**src/sv/ray_box_slab_intersect_top_assert.svh**
```systemverilog
// Assertion macros for the ray versus box slab test.
// Included by the top level; no other dependencies.
`ifndef RAY_BOX_SLAB_INTERSECT_TOP_ASSERT_SVH
`define RAY_BOX_SLAB_INTERSECT_TOP_ASSERT_SVH

// same-cycle implication, checked out of reset
`define RBS_ASSERT_IMP(lbl, clk, rst_n, ante, cons) \
    lbl: assert property (@(posedge clk) disable iff (!rst_n) (ante) |-> (cons)) \
        else $error("rbs assertion failed");

// next-cycle implication, checked out of reset
`define RBS_ASSERT_NXT(lbl, clk, rst_n, ante, cons) \
    lbl: assert property (@(posedge clk) disable iff (!rst_n) (ante) |=> (cons)) \
        else $error("rbs assertion failed");

`endif

```
**src/sv/rbs_pkg.sv**
```systemverilog
// Shared types and constants for the ray versus box slab test.
// No dependencies.
`timescale 1ns / 1ps

package rbs_pkg;

    localparam int W          = 32;          // Q16.16 word width
    localparam int NUM_W      = W + 1;       // bound minus origin magnitude
    localparam int EPS_W      = 17;          // near limit width
    localparam int FRAC_W     = 16;          // fraction bits
    localparam int DIV_STEPS  = 4;           // quotient bits per divider stage
    localparam int DIV_STAGES = W / DIV_STEPS;
    localparam int DIV_LAT    = DIV_STAGES + 2;  // input reg, stages, output reg
    localparam int AXES       = 3;
    localparam int IDX_W      = 3;

    localparam logic signed [W-1:0] SAT_MAX = {1'b0, {(W-1){1'b1}}};
    localparam logic signed [W-1:0] SAT_MIN = {1'b1, {(W-1){1'b0}}};

    // configuration register indexes
    localparam logic [IDX_W-1:0] REG_MIN_X = 3'd0;
    localparam logic [IDX_W-1:0] REG_MIN_Y = 3'd1;
    localparam logic [IDX_W-1:0] REG_MIN_Z = 3'd2;
    localparam logic [IDX_W-1:0] REG_MAX_X = 3'd3;
    localparam logic [IDX_W-1:0] REG_MAX_Y = 3'd4;
    localparam logic [IDX_W-1:0] REG_MAX_Z = 3'd5;
    localparam logic [IDX_W-1:0] REG_NEAR  = 3'd6;

    // ray data carried alongside the dividers
    typedef struct packed {
        logic [AXES-1:0][W-1:0] org;
        logic [AXES-1:0][W-1:0] dir;
        logic [AXES-1:0]        dneg;
        logic [AXES-1:0]        dzero;
        logic                   miss;
    } t_side;

endpackage

```
**src/sv/rbs_div.sv**
```systemverilog
// Pipelined restoring divider: saturated Q16.16 quotient of magnitudes.
// Uses rbs_pkg.
`timescale 1ns / 1ps

module rbs_div (
    input  logic                           i_clk,
    input  logic                           i_ce,
    input  logic [rbs_pkg::NUM_W-1:0]      i_num_mag,
    input  logic [rbs_pkg::W-1:0]          i_den_mag,
    input  logic                           i_neg,
    output logic signed [rbs_pkg::W-1:0]   o_quo
);

    localparam int W  = rbs_pkg::W;
    localparam int FW = rbs_pkg::FRAC_W;
    localparam int NS = rbs_pkg::DIV_STAGES;
    localparam int HI = rbs_pkg::NUM_W - FW;   // integer part bits of numerator

    logic [W-1:0] r_rem  [0:NS];
    logic [W-1:0] r_feed [0:NS];
    logic [W-1:0] r_q    [0:NS];
    logic [W-1:0] r_den  [0:NS];
    logic         r_ovf  [0:NS];
    logic         r_neg  [0:NS];
    logic signed [W-1:0] r_quo;
    logic signed [W-1:0] n_quo;

    // entry: quotient >= 2^32 when the scaled numerator's top reaches or exceeds the divisor
    always_ff @(posedge i_clk) begin
        if (i_ce) begin
            r_ovf[0]  <= {{(W-HI){1'b0}}, i_num_mag[rbs_pkg::NUM_W-1:FW]} >= i_den_mag;
            r_rem[0]  <= {{(W-HI){1'b0}}, i_num_mag[rbs_pkg::NUM_W-1:FW]};
            r_feed[0] <= {i_num_mag[FW-1:0], {(W-FW){1'b0}}};
            r_q[0]    <= '0;
            r_den[0]  <= i_den_mag;
            r_neg[0]  <= i_neg;
        end
    end

    // iteration stages, DIV_STEPS quotient bits each
    for (genvar k = 1; k <= NS; k++) begin : g_stage
        logic [W-1:0] n_rem, n_feed, n_q;
        always_comb begin
            logic [W:0] trial;
            n_rem  = r_rem[k-1];
            n_feed = r_feed[k-1];
            n_q    = r_q[k-1];
            for (int j = 0; j < rbs_pkg::DIV_STEPS; j++) begin
                trial  = {n_rem, n_feed[W-1]};
                n_feed = {n_feed[W-2:0], 1'b0};
                if (trial >= {1'b0, r_den[k-1]}) begin
                    trial = trial - {1'b0, r_den[k-1]};
                    n_q   = {n_q[W-2:0], 1'b1};
                end else begin
                    n_q   = {n_q[W-2:0], 1'b0};
                end
                n_rem = trial[W-1:0];
            end
        end
        always_ff @(posedge i_clk) begin
            if (i_ce) begin
                r_rem[k]  <= n_rem;
                r_feed[k] <= n_feed;
                r_q[k]    <= n_q;
                r_den[k]  <= r_den[k-1];
                r_ovf[k]  <= r_ovf[k-1];
                r_neg[k]  <= r_neg[k-1];
            end
        end
    end

    // sign and saturate
    always_comb begin
        if (r_ovf[NS] || r_q[NS][W-1]) begin
            n_quo = r_neg[NS] ? rbs_pkg::SAT_MIN : rbs_pkg::SAT_MAX;
        end else begin
            n_quo = r_neg[NS] ? -$signed(r_q[NS]) : $signed(r_q[NS]);
        end
    end

    always_ff @(posedge i_clk) begin
        if (i_ce) begin
            r_quo <= n_quo;
        end
    end

    assign o_quo = r_quo;

endmodule

```
**config.mk**
```make
export PLATFORM = sky130hd
export DESIGN_NAME = rbs_div
export DESIGN_NICKNAME = d
export VERILOG_FILES = /design/src/sv/ray_box_slab_intersect_top_assert.svh /design/src/sv/rbs_pkg.sv /design/src/sv/rbs_div.sv
export SDC_FILE = /design/constraint.sdc
export NUM_CORES = 2
export LEC_CHECK = 0
export BUFFER_PORTS_ARGS = -buffer_cell sky130_fd_sc_hd__buf_2
export CAP_MARGIN = 20
export CORE_MARGIN = 4
export CORE_UTILIZATION = 38
export DETAILED_ROUTE_END_ITERATION = 6
export PLACE_DENSITY = 0.53
export SYNTH_ARGS = -nofsm -noshare
export SYNTH_HDL_FRONTEND = slang
export SYNTH_SLANG_ARGS = --single-unit
```
**constraint.sdc**
```tcl
create_clock -name i_clk -period 17.6 [get_ports i_clk]
set_input_delay 1.76 -clock i_clk [delete_from_list [all_inputs] [get_ports i_clk]]
set_output_delay 1.76 -clock i_clk [all_outputs]
set_load 0.05 [all_outputs]
```
; ---- After elaboration in Yosys (flattened, before gate mapping)
; Memories as Yosys holds them, arrays and structs flattened.
; Index checks and enable logic that the tools add are counted.
; Widths: inputs -> output; s select.
[classes]
order_cmp = 33
shifts = 0
bitwise = 0
mul = 0
n_reduce_logical = 1
div_mod_pow = 0
eq_ne = 0
n_addsub = 33
n_mux = 69
[ops]
columns = op, n
row1 = $mux 32, 35
row2 = $ge 33x32->1, 32
row3 = $sub 32x32->32, 32
row4 = $mux 1, 34
row5 = $ge 17x32->1, 1
row6 = $neg 32->32, 1
row7 = $logic_or 1x1->1, 1
[word_totals]
out_inout_bits = 32
ramBits = 1134
wordCells = 143
latch_bits = 0
in_bits = 68
n_memories = 6
ff_bits = 32
mem_bits_ro = 0
[memory_table]
columns = memory, depth, width, read_ports, rd_ports_with_merged_regs, wr, line_no
row1 = r_den, 9, 32, 8, 0, 9, rbs_div.sv:22  ; logic [W-1:0] r_den [0:NS];
row2 = r_q, 9, 32, 9, 0, 9, rbs_div.sv:21  ; logic [W-1:0] r_q [0:NS];
row3 = r_rem, 9, 32, 8, 0, 9, rbs_div.sv:19  ; logic [W-1:0] r_rem [0:NS];
row4 = r_feed, 9, 28, 8, 0, 9, rbs_div.sv:20  ; logic [W-1:0] r_feed [0:NS];
row5 = r_neg, 9, 1, 9, 0, 9, rbs_div.sv:24  ; logic r_neg [0:NS];
row6 = r_ovf, 9, 1, 9, 0, 9, rbs_div.sv:23  ; logic r_ovf [0:NS];

; ---- Depth between registers and ports, before layout
; An unclocked memory read counts as a cell.
[depth]
ltp_word = 9
depth_mapped = 65

; ---- Worst setup path before layout
; Ideal clock, no wire load.
[synth_timing]
path_type = reg-to-reg
from = mem r_den[3][1], in the netlist r_den[0][97]
to = mem r_rem[4][28], in the netlist r_rem[0][156], data pin
stages_incl_launch_ff = 56
synth_period_minus_slack_ns = 12.855
setup_slack_ns = 4.745
arrival_time_ns = 12.595
path_cell_list = edfxtp_1 -> inv_1 -> ha_1 -> nor2b_1 -> o31a_1 -> o221a_2 -> a221oi_1 -> o21ai_1 -> o21ai_1 -> clkbuf_1 -> buf_1 -> nor2_1 -> a21oi_1 -> inv_1 -> ha_1 -> nor2b_1 -> o31a_1 -> o31a_1 -> [... 20 more ...] -> clkbuf_1 -> clkbuf_1 -> nor2_1 -> a21oi_1 -> fa_1 -> a21o_1 -> a21oi_1 -> nor2b_1 -> or2_2 -> a2111oi_0 -> o31ai_1 -> o41ai_1 -> o31ai_1 -> o41ai_1 -> o21bai_1 -> a21oi_1 -> xnor2_1 -> a221o_1
[synth_rtl]
columns = item, line_no
row1 = from (decl), rbs_div.sv:22
row2 = to (decl), rbs_div.sv:19

==> flow_summary.yaml <==
logic_synthesis:
  postSynthAreaPerCell_um2: 8.632
  synth_warnings: 0
  cell_type_with_the_largest_total_area_after_synthesis: "sky130_fd_sc_hd__edfxtp_1"
  ys_async_sr_fraction_pct: 0
  synth.yosys.seq_area_share_pct: 26.53
  post-synth-top-area-fraction_pct: 26.53
  yosysMostFrequentCell: "sky130_fd_sc_hd__ha_1"
  synthCells: 9585
  post_synth_instance_area_um2: 82740
  ys_top_cells_by_count: "sky130_fd_sc_hd__ha_1, sky130_fd_sc_hd__a21oi_1, sky130_fd_sc_hd__nor2_1, sky130_fd_sc_hd__edfxtp_1, sky130_fd_sc_hd__nand2_1"
  synth-edff-count: 731
  largest_cells_by_area_after_synthesis: "sky130_fd_sc_hd__edfxtp_1, sky130_fd_sc_hd__ha_1, sky130_fd_sc_hd__a21oi_1, sky130_fd_sc_hd__xnor2_1, sky130_fd_sc_hd__o21ai_0"
  postSynthNetCount: 10690
  dominantRegCellSynth: "sky130_fd_sc_hd__edfxtp_1"
  ys_types: 104
  ys_ff_latch: 731
floorplan:
  dieArea_um2: 225300
  core_area_um2: 217000
  die_height_um: 474.6
  initial_core_util_pct: 38.14
  placement_rows: 171
  die_boundary_width_um: 474.6
  io_pins: 100
placed_design:
  numPlacedInstances: 12410
  portBuffers: 99
  dp_hpwl_um: 231800
  place_congestion: 0.9500
critical_path:
  worst-path-buf-inv: 8
  worstPathMaxFanout: 31
  crit_top_cell: "sky130_fd_sc_hd__a21oi_1"
  worst-path-stages: 53
  worst_path_largest_cell_delay_ns: 0.72
  critical_path.startpoint_type: "flip-flop"
  setup.worst_path.end_class: "flip-flop"
  arrival_worst_endpoint_ns: 16.88
  worst_ep_required_time_ns: 18.09
  critical-path-top-delay-family: "compound AO/OA/AOI/OAI gates"
  worst-setup-path-type: "reg2reg"
  critPathSlowestCell: "sky130_fd_sc_hd__a211oi_1"
  number_of_cells_traversed_by_the_worst_register_to_register_path: 53
detailed_routing:
  viasPerCell: 5.857
  drt_pre_antenna_iters: 6
  detail-route-antenna-nets: 0
  routed-via-count: 73720
  dr.first_iter.drc_count: 6465
  drc: 0
  detail_route.wirelength_um: 282700
  routedWlPerCell_um: 22.46
finish:
  fillerInstances: 21660
  area.growth.synth_to_final_pct: 8.843
  instances_no_fill: 12590
  fraction_of_layout_instances_using_a_drive_strength_above_1_pct: 8.092
  num-nets-final: 10750
  finish.utilization_pct: 41.51
clock_tree:
  htreeDepth: 3
  path_clk_slew_ns: 0.06
  cts_tree: "yes"
  clock_sink_count: 731
  cts_resized: 0
  cts_setup_buffers: 0
  holdBufCountCts: 0
  worst_skew_pair.late_latency_ns: 0.74
  cts-root-buf: "sky130_fd_sc_hd__clkbuf_16"
  cts_max_path_buffers: 3
  cts_made_buffers: 91
timing:
  finalClockSkew_ns: 0.04733
  finalSetupViolations: 0
  timing.final.hold_violations: 0
  final-max-slew-violation-count: 0
  tightestPinTransition_ns: 1.111
  final_min_period_over_clock_period_pct: 93.13
  maxSlewHeadroom_pct: 25.91
  setup_tns_ns: 0
  grt_setup_unrepaired: "false"
  post-route-min-period_ns: 16.39
  max_freq_mhz: 61.01
worst_hold_path:
  whs_path_depth: 0
  min_delay_worst_type: "reg2reg"
global_routing:
  grt_pass1_wl_um: 424900
  globalRoute.totalOverflow: 0
  pin_count_of_the_biggest_net_entering_global_routing: 80
  first_global_vias: 69840
  grt_antenna_before_repair: 21
  grt_usage_pct: 24.21
outcome:
  outcome: "finished, final reports clean"
flow_run:
  timing.max_cap.violations: 0
==> flip-flops by register name, summed over array words and instances, names as in the netlist <==
| register | cells |
|---|---|
| o_quo | 32 |
| r_den | 256 |
| r_q | 144 |
| r_ovf | 9 |
| r_neg | 9 |
| r_rem | 241 |
| r_feed | 40 |
==> path summary, 6_finish.rpt <==
path                            slack [ns]            end          start
worst max-delay path                  1.21  r_rem[0][217]  r_den[0][168]
worst min-delay path                  0.38    r_q[1][106]     r_q[1][70]
worst max register to register        1.21  r_rem[0][217]  r_den[0][168]
worst min register to register        0.38    r_q[1][106]     r_q[1][70]
==> per-stage QoR <==
step | cell area (um^2) | hold slack (ns) | worst slack (ns)
detailed placement | 86720 | 0.4045 | 1.044
CTS | 89990 | 0.3613 | 0.9046
finish | 90060 | 0.3822 | 1.209
floorplan | 82740 | 0.4003 | 4.745
global route | 90050 | 0.3873 | 0.02056
global placement | 86710 | 0.4022 | 0.5959
==> cells in the final DEF, fill, tap and decap left out, drive strengths merged, types with 88 or more instances in the layout <==
master / netlist / layout
o21a: 152 / 152
buf: 58 / 180
inv: 616 / 624
clkbuf: 151 / 102
nor2b: 121 / 121
xnor2: 533 / 533
o21ai: 694 / 694
nor2: 737 / 737
mux2: 327 / 327
edfxtp: 731 / 731
nand2: 710 / 710
nor3: 173 / 173
nand3: 192 / 192
a21o: 417 / 417
nand2b: 146 / 146
a21oi: 937 / 937
o21bai: 131 / 131
nand4: 145 / 145
ha: 1016 / 1016
a31oi: 88 / 88
xor2: 288 / 288
==> layout make-up <==
type | count | area (um^2) | area share, %
Antenna cell | 6 | 15.01 | 0.01667
Clock buffer | 102 | 2318 | 2.574
Clock inverter | 67 | 950.9 | 1.056
Inverter | 618 | 2320 | 2.576
Multi-Input combinational cell | 8027 | 57770 | 64.14
Sequential cell | 731 | 21950 | 24.37
Tap cell | 2854 | 3571 | 3.965
Timing Repair Buffer | 181 | 1167 | 1.296
==> per-layer routing <==
layer	GRT usage (%)	up-vias	share of wire, %
li1	-	35980	-
met1	33.61	35340	46
met2	39.61	2047	46
met3	2.489	355	5.2
met4	7.351	2	3.2
met5	0	-	0.0046
==> logic make-up after synthesis <==
logic type | count (synthesis) | share of synthesized area [%]
compound gates | 3151 | 24.51
simple gates | 2611 | 15.03
fa+ha+maj | 1036 | 15.85
buf+inv | 827 | 3.832
xor+xnor | 821 | 8.690
flops | 731 | 26.53
mux | 408 | 5.562
==> worst register-to-register path: cells and delay by family (launching register included) <==
family          cells  cell delay, ns
simple gates       12            2.90
mux                 2            0.80
fa+ha+maj           4            1.49
compound gates     27            7.78
buf+inv             8            2.76
flops               1            0.40
Power is left out: the tool's default activity adds up to more than one toggle a clock period on the data nets, which glitch-free logic cannot reach.
